==> src/design/sdct_pkg.sv <==
`default_nettype none

package sdct_pkg;

    // request queue between front and back
    localparam int QUEUE_DEPTH = 2;
    localparam int QPTR_W      = (QUEUE_DEPTH > 1) ? $clog2(QUEUE_DEPTH) : 1;
    localparam int QCNT_W      = $clog2(QUEUE_DEPTH + 1);

    // frame shape: start byte then payload byte
    localparam int FRAME_BITS = 16;
    localparam int BIT_CNT_W  = $clog2(FRAME_BITS);

    localparam int CFG_DATA_W = 7;

    localparam logic [7:0] START_CMD  = 8'hF8;
    localparam logic [7:0] START_DATA = 8'hFA;

    localparam logic [7:0] CMD_CLEAR = 8'h01;
    localparam logic [7:0] CMD_HOME  = 8'h02;

    localparam logic [7:0] MASK_ENTRY    = 8'hFC;
    localparam logic [7:0] MASK_DISPCTL  = 8'hF8;
    localparam logic [7:0] MASK_FUNCTION = 8'hE0;
    localparam logic [7:0] CODE_ENTRY    = 8'h04;
    localparam logic [7:0] CODE_DISPCTL  = 8'h08;
    localparam logic [7:0] CODE_FUNCTION = 8'h20;
    localparam logic [7:0] ENTRY_CLEARED = 8'h06;
    localparam logic [7:0] ENTRY_SHIFT   = 8'h01;
    localparam logic [7:0] DISP_ON_BIT   = 8'h04;
    localparam logic [7:0] BRIGHT_MASK   = 8'hFC;

    localparam logic [7:0] DDRAM_BASE = 8'h80;
    localparam logic [7:0] ROW1_BASE  = 8'h40;

    localparam logic [7:0] ENTRY_RESET    = 8'h06;
    localparam logic [7:0] DISPCTL_RESET  = 8'h0C;
    localparam logic [7:0] FUNCTION_RESET = 8'h38;

    localparam logic [1:0] LINE_COUNT_RESET   = 2'd2;
    localparam logic [6:0] COLUMN_COUNT_RESET = 7'd20;

    localparam logic [7:0] PCT_STEP_25 = 8'd25;
    localparam logic [7:0] PCT_STEP_50 = 8'd50;
    localparam logic [7:0] PCT_STEP_75 = 8'd75;

    typedef enum logic [0:0] {
        CFG_LINE_COUNT   = 1'b0,
        CFG_COLUMN_COUNT = 1'b1
    } cfg_index_t;

    typedef enum logic [2:0] {
        KIND_RAW_CMD  = 3'd0,
        KIND_RAW_DATA = 3'd1,
        KIND_CLEAR    = 3'd2,
        KIND_HOME     = 3'd3,
        KIND_DISP_ON  = 3'd4,
        KIND_DISP_OFF = 3'd5,
        KIND_CURSOR   = 3'd6,
        KIND_BRIGHT   = 3'd7
    } kind_t;

    // how the back turns a queued request into its payload byte
    typedef enum logic [1:0] {
        OP_BYTE     = 2'd0,
        OP_DISP_ON  = 2'd1,
        OP_DISP_OFF = 2'd2,
        OP_BRIGHT   = 2'd3
    } op_t;

    typedef struct packed {
        logic       err;
        logic       is_cmd;
        op_t        op;
        logic [7:0] value;
    } req_t;

    typedef struct packed {
        logic full;
        logic empty;
    } q_status_t;

    typedef enum logic [1:0] {
        BK_IDLE = 2'd0,
        BK_BITS = 2'd1,
        BK_STOP = 2'd2
    } bk_state_t;

    typedef enum logic [1:0] {
        SUB_SET  = 2'd0,
        SUB_LOW  = 2'd1,
        SUB_HIGH = 2'd2
    } sub_t;

endpackage

`default_nettype wire

==> src/design/sdct_front.sv <==
`default_nettype none

module sdct_front
(
    input  wire logic                             clk,
    input  wire logic                             rst_n,
    input  wire logic                             cfg_write,
    input  wire logic [0:0]                       cfg_index,
    input  wire logic [sdct_pkg::CFG_DATA_W-1:0]  cfg_data,
    input  wire logic                             in_valid,
    output logic                                  in_stall,
    input  wire logic [2:0]                       kind,
    input  wire logic [7:0]                       payload,
    input  wire logic [6:0]                       column,
    input  wire logic                             row,
    input  wire logic [7:0]                       brightness_pct,
    input  wire sdct_pkg::q_status_t              q_status,
    output logic                                  push,
    output sdct_pkg::req_t                        req
);

    logic [1:0] line_count_reg;
    logic [6:0] column_count_reg;
    logic [1:0] bright_code;
    logic       cursor_bad;
    logic [7:0] cursor_addr;

    always_ff @(posedge clk or negedge rst_n)
    begin
        if (!rst_n)
        begin
            line_count_reg   <= sdct_pkg::LINE_COUNT_RESET;
            column_count_reg <= sdct_pkg::COLUMN_COUNT_RESET;
        end
        else if (cfg_write)
        begin
            unique case (sdct_pkg::cfg_index_t'(cfg_index))
                sdct_pkg::CFG_LINE_COUNT:   line_count_reg   <= cfg_data[1:0];
                sdct_pkg::CFG_COLUMN_COUNT: column_count_reg <= cfg_data[6:0];
            endcase
        end
    end

    assign in_stall = q_status.full;
    assign push     = in_valid && !q_status.full;

    assign cursor_bad  = ({1'b0, row} >= line_count_reg) || (column >= column_count_reg);
    assign cursor_addr = sdct_pkg::DDRAM_BASE + (row ? sdct_pkg::ROW1_BASE : 8'h00)
                         + {1'b0, column};

    always_comb
    begin
        priority if (brightness_pct <= sdct_pkg::PCT_STEP_25) bright_code = 2'd3;
        else if (brightness_pct <= sdct_pkg::PCT_STEP_50)     bright_code = 2'd2;
        else if (brightness_pct <= sdct_pkg::PCT_STEP_75)     bright_code = 2'd1;
        else                                                  bright_code = 2'd0;
    end

    always_comb
    begin
        req.err    = 1'b0;
        req.is_cmd = 1'b1;
        req.op     = sdct_pkg::OP_BYTE;
        req.value  = payload;
        unique case (sdct_pkg::kind_t'(kind))
            sdct_pkg::KIND_RAW_CMD:  req.value = payload;
            sdct_pkg::KIND_RAW_DATA: req.is_cmd = 1'b0;
            sdct_pkg::KIND_CLEAR:    req.value = sdct_pkg::CMD_CLEAR;
            sdct_pkg::KIND_HOME:     req.value = sdct_pkg::CMD_HOME;
            sdct_pkg::KIND_DISP_ON:  req.op = sdct_pkg::OP_DISP_ON;
            sdct_pkg::KIND_DISP_OFF: req.op = sdct_pkg::OP_DISP_OFF;
            sdct_pkg::KIND_CURSOR:
            begin
                req.err   = cursor_bad;
                req.value = cursor_addr;
            end
            sdct_pkg::KIND_BRIGHT:
            begin
                req.op    = sdct_pkg::OP_BRIGHT;
                req.value = {6'd0, bright_code};
            end
        endcase
    end

endmodule

`default_nettype wire

==> src/design/sdct_queue.sv <==
`default_nettype none

module sdct_queue
(
    input  wire logic            clk,
    input  wire logic            rst_n,
    input  wire logic            push,
    input  wire sdct_pkg::req_t  push_req,
    input  wire logic            pop,
    output sdct_pkg::req_t       head,
    output sdct_pkg::q_status_t  q_status
);

    localparam int PW = sdct_pkg::QPTR_W;
    localparam int CW = sdct_pkg::QCNT_W;

    sdct_pkg::req_t entry_reg [sdct_pkg::QUEUE_DEPTH];
    logic [PW-1:0]  wr_ptr_reg;
    logic [PW-1:0]  rd_ptr_reg;
    logic [CW-1:0]  count_reg;
    logic [PW-1:0]  wr_ptr_next;
    logic [PW-1:0]  rd_ptr_next;
    logic [CW-1:0]  count_next;

    function automatic logic [PW-1:0] wrap_inc(input logic [PW-1:0] p);
        if (p == PW'(sdct_pkg::QUEUE_DEPTH - 1))
            return '0;
        return p + PW'(1);
    endfunction

    always_comb
    begin
        wr_ptr_next = push ? wrap_inc(wr_ptr_reg) : wr_ptr_reg;
        rd_ptr_next = pop  ? wrap_inc(rd_ptr_reg) : rd_ptr_reg;
        count_next  = count_reg + CW'(push) - CW'(pop);
    end

    always_ff @(posedge clk or negedge rst_n)
    begin
        if (!rst_n)
        begin
            wr_ptr_reg <= '0;
            rd_ptr_reg <= '0;
            count_reg  <= '0;
        end
        else
        begin
            wr_ptr_reg <= wr_ptr_next;
            rd_ptr_reg <= rd_ptr_next;
            count_reg  <= count_next;
        end
    end

    always_ff @(posedge clk)
    begin
        if (push)
            entry_reg[wr_ptr_reg] <= push_req;
    end

    assign head           = entry_reg[rd_ptr_reg];
    assign q_status.full  = (count_reg == CW'(sdct_pkg::QUEUE_DEPTH));
    assign q_status.empty = (count_reg == '0);

endmodule

`default_nettype wire

==> src/design/sdct_back.sv <==
`default_nettype none

module sdct_back
(
    input  wire logic                 clk,
    input  wire logic                 rst_n,
    input  wire sdct_pkg::req_t       head,
    input  wire sdct_pkg::q_status_t  q_status,
    output logic                      pop,
    output logic                      out_valid,
    input  wire logic                 out_stall,
    output logic                      stb_level,
    output logic                      sck_level,
    output logic                      sdata_level,
    output logic                      last,
    output logic                      status
);

    localparam int BW = sdct_pkg::BIT_CNT_W;

    sdct_pkg::bk_state_t state_reg, state_next;
    sdct_pkg::sub_t      sub_reg, sub_next;
    logic [BW-1:0]       bit_reg, bit_next;
    logic                out_valid_reg, out_valid_next;
    logic                data_level_reg, data_level_next;
    logic [7:0]          entry_reg, entry_next;
    logic [7:0]          dispctl_reg, dispctl_next;
    logic [7:0]          function_reg, function_next;

    // payload registers
    logic [sdct_pkg::FRAME_BITS-1:0] frame_reg, frame_next;
    logic [7:0] cmd_byte_reg, cmd_byte_next;
    logic       is_cmd_reg, is_cmd_next;
    logic       stb_reg, stb_next;
    logic       sck_reg, sck_next;
    logic       sdata_reg, sdata_next;
    logic       last_reg, last_next;
    logic       status_reg, status_next;

    logic       advance;
    logic [7:0] byte_val;

    assign advance = !out_valid_reg || !out_stall;

    // payload byte, resolved against the shadows current at frame start
    always_comb
    begin
        unique case (head.op)
            sdct_pkg::OP_BYTE:     byte_val = head.value;
            sdct_pkg::OP_DISP_ON:  byte_val = dispctl_reg | sdct_pkg::DISP_ON_BIT;
            sdct_pkg::OP_DISP_OFF: byte_val = dispctl_reg & ~sdct_pkg::DISP_ON_BIT;
            sdct_pkg::OP_BRIGHT:
                byte_val = (function_reg & sdct_pkg::BRIGHT_MASK) | head.value;
        endcase
    end

    always_comb
    begin
        state_next      = state_reg;
        sub_next        = sub_reg;
        bit_next        = bit_reg;
        out_valid_next  = out_valid_reg;
        data_level_next = data_level_reg;
        entry_next      = entry_reg;
        dispctl_next    = dispctl_reg;
        function_next   = function_reg;
        frame_next      = frame_reg;
        cmd_byte_next   = cmd_byte_reg;
        is_cmd_next     = is_cmd_reg;
        stb_next        = stb_reg;
        sck_next        = sck_reg;
        sdata_next      = sdata_reg;
        last_next       = last_reg;
        status_next     = status_reg;
        pop             = 1'b0;

        unique case (state_reg)
            sdct_pkg::BK_IDLE:
            begin
                if (advance)
                begin
                    out_valid_next = !q_status.empty;
                    if (!q_status.empty)
                    begin
                        pop        = 1'b1;
                        sck_next   = 1'b1;
                        sdata_next = data_level_reg;
                        if (head.err)
                        begin
                            // rejected cursor: one result, nothing sent
                            stb_next    = 1'b1;
                            last_next   = 1'b1;
                            status_next = 1'b1;
                        end
                        else
                        begin
                            stb_next      = 1'b0;
                            last_next     = 1'b0;
                            status_next   = 1'b0;
                            is_cmd_next   = head.is_cmd;
                            cmd_byte_next = byte_val;
                            frame_next    = {head.is_cmd ? sdct_pkg::START_CMD
                                                         : sdct_pkg::START_DATA, byte_val};
                            sub_next      = sdct_pkg::SUB_SET;
                            bit_next      = '0;
                            state_next    = sdct_pkg::BK_BITS;
                        end
                    end
                end
            end
            sdct_pkg::BK_BITS:
            begin
                if (advance)
                begin
                    out_valid_next = 1'b1;
                    stb_next       = 1'b0;
                    last_next      = 1'b0;
                    status_next    = 1'b0;
                    sdata_next     = data_level_reg;
                    unique case (sub_reg)
                        sdct_pkg::SUB_SET:
                        begin
                            data_level_next = frame_reg[sdct_pkg::FRAME_BITS-1];
                            sdata_next      = frame_reg[sdct_pkg::FRAME_BITS-1];
                            sck_next        = 1'b1;
                            sub_next        = sdct_pkg::SUB_LOW;
                        end
                        sdct_pkg::SUB_LOW:
                        begin
                            sck_next = 1'b0;
                            sub_next = sdct_pkg::SUB_HIGH;
                        end
                        sdct_pkg::SUB_HIGH:
                        begin
                            sck_next   = 1'b1;
                            sub_next   = sdct_pkg::SUB_SET;
                            frame_next = {frame_reg[sdct_pkg::FRAME_BITS-2:0], 1'b0};
                            if (bit_reg == BW'(sdct_pkg::FRAME_BITS - 1))
                                state_next = sdct_pkg::BK_STOP;
                            else
                                bit_next = bit_reg + BW'(1);
                        end
                        default:
                        begin
                            sub_next = sdct_pkg::SUB_SET;
                        end
                    endcase
                end
            end
            sdct_pkg::BK_STOP:
            begin
                if (advance)
                begin
                    out_valid_next = 1'b1;
                    stb_next       = 1'b1;
                    sck_next       = 1'b1;
                    sdata_next     = data_level_reg;
                    last_next      = 1'b1;
                    status_next    = 1'b0;
                    state_next     = sdct_pkg::BK_IDLE;
                    if (is_cmd_reg)
                    begin
                        priority if (cmd_byte_reg == sdct_pkg::CMD_CLEAR)
                            entry_next = sdct_pkg::ENTRY_CLEARED
                                         | (entry_reg & sdct_pkg::ENTRY_SHIFT);
                        else if ((cmd_byte_reg & sdct_pkg::MASK_ENTRY) == sdct_pkg::CODE_ENTRY)
                            entry_next = cmd_byte_reg;
                        else if ((cmd_byte_reg & sdct_pkg::MASK_DISPCTL)
                                 == sdct_pkg::CODE_DISPCTL)
                            dispctl_next = cmd_byte_reg;
                        else if ((cmd_byte_reg & sdct_pkg::MASK_FUNCTION)
                                 == sdct_pkg::CODE_FUNCTION)
                            function_next = cmd_byte_reg;
                        else
                            entry_next = entry_reg;
                    end
                end
            end
            default:
            begin
                state_next = sdct_pkg::BK_IDLE;
            end
        endcase
    end

    always_ff @(posedge clk or negedge rst_n)
    begin
        if (!rst_n)
        begin
            state_reg      <= sdct_pkg::BK_IDLE;
            sub_reg        <= sdct_pkg::SUB_SET;
            bit_reg        <= '0;
            out_valid_reg  <= 1'b0;
            data_level_reg <= 1'b0;
            entry_reg      <= sdct_pkg::ENTRY_RESET;
            dispctl_reg    <= sdct_pkg::DISPCTL_RESET;
            function_reg   <= sdct_pkg::FUNCTION_RESET;
        end
        else
        begin
            state_reg      <= state_next;
            sub_reg        <= sub_next;
            bit_reg        <= bit_next;
            out_valid_reg  <= out_valid_next;
            data_level_reg <= data_level_next;
            entry_reg      <= entry_next;
            dispctl_reg    <= dispctl_next;
            function_reg   <= function_next;
        end
    end

    always_ff @(posedge clk)
    begin
        frame_reg    <= frame_next;
        cmd_byte_reg <= cmd_byte_next;
        is_cmd_reg   <= is_cmd_next;
        stb_reg      <= stb_next;
        sck_reg      <= sck_next;
        sdata_reg    <= sdata_next;
        last_reg     <= last_next;
        status_reg   <= status_next;
    end

    assign out_valid   = out_valid_reg;
    assign stb_level   = stb_reg;
    assign sck_level   = sck_reg;
    assign sdata_level = sdata_reg;
    assign last        = last_reg;
    assign status      = status_reg;

endmodule

`default_nettype wire

==> src/design/serial_display_command_transmitter.sv <==
`default_nettype none

// channel   direction  handshake              payload
// request   in         in_valid / in_stall    kind, payload, column, row, brightness_pct
// phase     out        out_valid / out_stall  stb_level, sck_level, sdata_level, last, status
// config    in         cfg_write              cfg_index, cfg_data
//
// a frame request gives 50 pin phases, one per cycle while out_stall is low;
// the bit sequencer in the back end sets that figure
// a rejected cursor request gives a single error phase
// a two-entry queue lets new requests be taken while a frame is still shifting
// reset restores the shadow registers, line and column counts and the held data level low
// an output stall freezes the sequencer; an input stall is raised only while the queue is full

module serial_display_command_transmitter
(
    input  wire logic                             clk,
    input  wire logic                             rst_n,
    // configuration
    input  wire logic                             cfg_write,
    input  wire logic [0:0]                       cfg_index,
    input  wire logic [sdct_pkg::CFG_DATA_W-1:0]  cfg_data,
    // request channel
    input  wire logic                             in_valid,
    output logic                                  in_stall,
    input  wire logic [2:0]                       kind,
    input  wire logic [7:0]                       payload,
    input  wire logic [6:0]                       column,
    input  wire logic                             row,
    input  wire logic [7:0]                       brightness_pct,
    // pin phase channel
    output logic                                  out_valid,
    input  wire logic                             out_stall,
    output logic                                  stb_level,
    output logic                                  sck_level,
    output logic                                  sdata_level,
    output logic                                  last,
    output logic                                  status
);

    // classified request from the front end
    sdct_pkg::req_t      front_req;
    // oldest queued request, seen by the back end
    sdct_pkg::req_t      head_req;
    sdct_pkg::q_status_t q_status;
    logic                push;
    logic                pop;

    // front: config registers, cursor range check, opcode and byte building
    sdct_front u_front
    (
        .clk            (clk),
        .rst_n          (rst_n),
        .cfg_write      (cfg_write),
        .cfg_index      (cfg_index),
        .cfg_data       (cfg_data),
        .in_valid       (in_valid),
        .in_stall       (in_stall),
        .kind           (kind),
        .payload        (payload),
        .column         (column),
        .row            (row),
        .brightness_pct (brightness_pct),
        .q_status       (q_status),
        .push           (push),
        .req            (front_req)
    );

    // short queue decoupling request intake from frame shifting
    sdct_queue u_queue
    (
        .clk      (clk),
        .rst_n    (rst_n),
        .push     (push),
        .push_req (front_req),
        .pop      (pop),
        .head     (head_req),
        .q_status (q_status)
    );

    // back: shadow registers, frame shifter and registered pin phase output
    sdct_back u_back
    (
        .clk         (clk),
        .rst_n       (rst_n),
        .head        (head_req),
        .q_status    (q_status),
        .pop         (pop),
        .out_valid   (out_valid),
        .out_stall   (out_stall),
        .stb_level   (stb_level),
        .sck_level   (sck_level),
        .sdata_level (sdata_level),
        .last        (last),
        .status      (status)
    );

endmodule

`default_nettype wire

==> config.mk <==
export PLATFORM = sky130hd
export DESIGN_NAME = serial_display_command_transmitter
export DESIGN_NICKNAME = d
export VERILOG_FILES = /design/src/design/sdct_pkg.sv /design/src/design/sdct_front.sv /design/src/design/sdct_queue.sv /design/src/design/sdct_back.sv /design/src/design/serial_display_command_transmitter.sv
export SDC_FILE = /design/constraint.sdc
export NUM_CORES = 1
export LEC_CHECK = 0
export BUFFER_PORTS_ARGS = -buffer_cell sky130_fd_sc_hd__buf_2
export CAP_MARGIN = 15
export CORE_MARGIN = 1.5
export CORE_UTILIZATION = 53
export DETAILED_ROUTE_END_ITERATION = 10
export PLACE_DENSITY = 0.76
export RECOVER_POWER = 100
export SLEW_MARGIN = 15
export SYNTH_ARGS = -nofsm -noshare
export SYNTH_HDL_FRONTEND = slang
export SYNTH_HIERARCHICAL = 1
export SYNTH_SLANG_ARGS = --single-unit
==> constraint.sdc <==
create_clock -name clk -period 2.5 [get_ports clk]
set_input_delay 0.375 -clock clk [delete_from_list [all_inputs] [get_ports clk]]
set_output_delay 0.375 -clock clk [all_outputs]
set_load 0.005 [all_outputs]
==> flow_metrics.tcl <==
set metrics [dict create \
    status "complete, but fails checks" \
    violations "capacitance limit, slew limit" \
    num-nets-final 433 \
    min_period_over_period_pct 90.9 \
    worst_pin_slew_ns 2.01 \
    synth_common_cells "edfxtp_1 (53), mux2_2 (31), dfrtp_1 (29)" \
    max_stage_delay_ns 0.52 \
    reg2reg_from "u_queue/rd_ptr_reg" \
    dieArea_sq_um 8720 \
    drive_above_1_share_pct 25.7 \
    place_ws_ns 0.357 \
    cts_tree "done" \
    ctsResizeCount 0 \
    arrival_ns 2.52 \
    cts_buffers 9 \
    dr.pass1.iters 4 \
    drtIter0Drc 132 \
    post-cts-setup-buffers 0 \
    numClockSinks 89 \
    avgSynthCellArea_sq_um 13.2 \
    core_sq_um 7810 \
    htree_levels 3 \
    synth.most_common_cell "edfxtp_1" \
    critical_path.top_delay_family "compound AO/OA/AOI/OAI gates" \
    skew_ns 0.0121 \
    rsz0062_at_grt "false" \
    die_h_um 93.4 \
    clock.fmax_mhz 440 \
    crit_path_end_kind "flip-flop" \
    postCtsHoldBufs 0 \
    worstHoldStart "cfg_data[3]" \
    reg2reg_depth 5 \
    wire_per_inst_um 15.4 \
    grt_usage_pct 19.0 \
    grt_pass1_vias 2640 \
    gr-total-overflow 0 \
    clkTransAtPathRegs_ns 0.09 \
    synth-seq-cells 89 \
    crit_fanout 6 \
    setup.worst_path.class "flip-flop to flip-flop" \
    leakage_uw 0.00201 \
    syn_area_sq_um 4330 \
    worstSetupEndpoint "u_back/bit_reg[0]" \
    synth_ff_type "edfxtp_1" \
    crit_start "u_queue/rd_ptr_reg" \
    start_kind "flip-flop" \
    hpwl_mm 5.48 \
    drc 0 \
    synth.distinct_cells 51 \
    r2r_slack_ns 0.23 \
    diodes 0 \
    root_buffer "clkbuf_8" \
    cp.depth 5 \
    placement.io_buffers 46 \
    finalSetupViolations 0 \
    p_per_area_nw_per_um2 1070 \
    path_cells "mux2_1, o21a_1, a2111oi_4, o21ai_0, mux2_4" \
    place_area_sq_um 4640 \
    slew_headroom_pct -33.9 \
    grt_max_degree 37 \
    n_fill_cell 630 \
    synth_fp_nets 384 \
    initial_core_util_pct 55.5 \
    via_per_inst 5.41 \
    dp_cells 468 \
    grt_pass1_wl_mm 12.4 \
    worst_slack_ns 0.227 \
    syn_inst 328 \
    largest_reg_flops 24 \
    required_ns 2.75 \
    ir_drop_v 0.000442 \
    critPathSlowestCell "dfrtp_1" \
    finish.instance_area_sq_um 4790 \
    drv_cap 1 \
    crit_buf_inv 0 \
    row_count 32 \
    drtAntennaViolNets 0 \
    reg2reg_to "u_back/bit_reg[0]" \
    total_power_uw 5130 \
    cts_buffer_depth 2 \
    synth_top_cell_area_share_pct 36.8 \
    io_pins 47 \
    yosysTopAreaCell "edfxtp_1" \
    die_x_um 93.4 \
    synthArstFlopShare_pct 40.4 \
    synth.yosys.warnings 6 \
    synth_edf_count 53 \
    hold_violations 0 \
    hp-class "input pin to flip-flop" \
    period_minus_slack_ns 2.27 \
    clkLatencyLatePin_ns 0.36 \
    setup_tns_ns 0 \
    drv_slew 37 \
    dr_total_vias 2619 \
    wirelength_mm 7.45 \
    final-instance-count-excl-fill 484 \
    gp_congestion 0.822 \
    antenna_found_initial 0 \
    ys_seq_area_share_pct 57.8 \
    synth_top_cells_by_area "edfxtp_1 (37%), dfrtp_1 (17%), mux2_2 (8.1%)" \
    syn_to_final_growth_pct 10.5 \
]
power breakdown:
| part | leakage (uW) | total (uW) | switching, uW | internal, uW |
|---|---|---|---|---|
| sequential | 0.000925 | 2330 | 191 | 2140 |
| combinational | 0.000985 | 1790 | 984 | 809 |
| clock | 0.000106 | 1000 | 530 | 474 |
worst register-to-register path: stages, from the launching register on:
cell and delay (ns):
dfrtp_1 0.52, mux2_1 0.42, o21a_1 0.25, a2111oi_4 0.34
o21ai_0 0.28, mux2_4 0.36
placed cells by master, fill, tap and decap left out, drive strengths merged, types with 3 or more instances in the layout:
cell type and count:
nand2b 13, edfxtp 53, buf 42, dfrtp 29, a21o 3, o21ai 10, mux2 41, ha 16
nor2 12, nand2 22, nor2b 6, clkinv 3, clkbuf 19, and2 13, mux2i 12, nand3 3
inv 24, a21oi 9, o22ai 10, dfstp 7, nor3 3
how the worst min path moves through the flow:
stage,to,depth (start not counted)
floorplan,u_back/bit_reg[0],0
CTS,u_back/out_valid,1
global route,u_front/column_count_reg[5],2
global placement,u_back/function_reg[2],1
finish,u_front/column_count_reg[3],2
detailed placement,u_back/function_reg[2],1
kinds of logic after synthesis:
family / count (synthesis) / synth area share [%]
DFF: 89 / 57.8
and+or+nand+nor: 82 / 10.0
muxes: 53 / 14.3
AOI/OAI and AO/OA: 48 / 8.03
buffers and inverters: 35 / 3.93
adders and majority gates: 16 / 4.62
xor gates and xnor gates: 5 / 1.36
cell type report:
type | count | area (sq um) | share of cell area [%]
Clock buffer | 9 | 124 | 2.59
Inverter | 21 | 78.8 | 1.65
Multi-Input combinational cell | 204 | 1620 | 33.9
Sequential cell | 89 | 2500 | 52.3
Tap cell | 102 | 128 | 2.67
Timing Repair Buffer | 52 | 253 | 5.28
Clock inverter | 7 | 77.6 | 1.62
per-layer routing:
| layer | GRT usage, % | vias up | share of wire [%] |
|---|---|---|---|
| met3 | 4.39 | 7 | 5.2 |
| met1 | 25.5 | 1271 | 47 |
| met4 | 7.70 | 0 | 1.5 |
| li1 | - | 1276 | - |
| met2 | 29.9 | 65 | 46 |
| met5 | 0 | - | 0 |
metrics by stage:
| step | hold slack [ns] | util, % |
|---|---|---|
| after floorplan | 0.0794 | - |
| after global placement | 0.458 | 59.5 |
| after detailed placement | 0.472 | 59.5 |
| after CTS | 0.136 | 62.0 |
| after global routing | 0.237 | 61.3 |
| final | 0.239 | 61.3 |
Note: power is estimated with default switching activity, not from simulation.
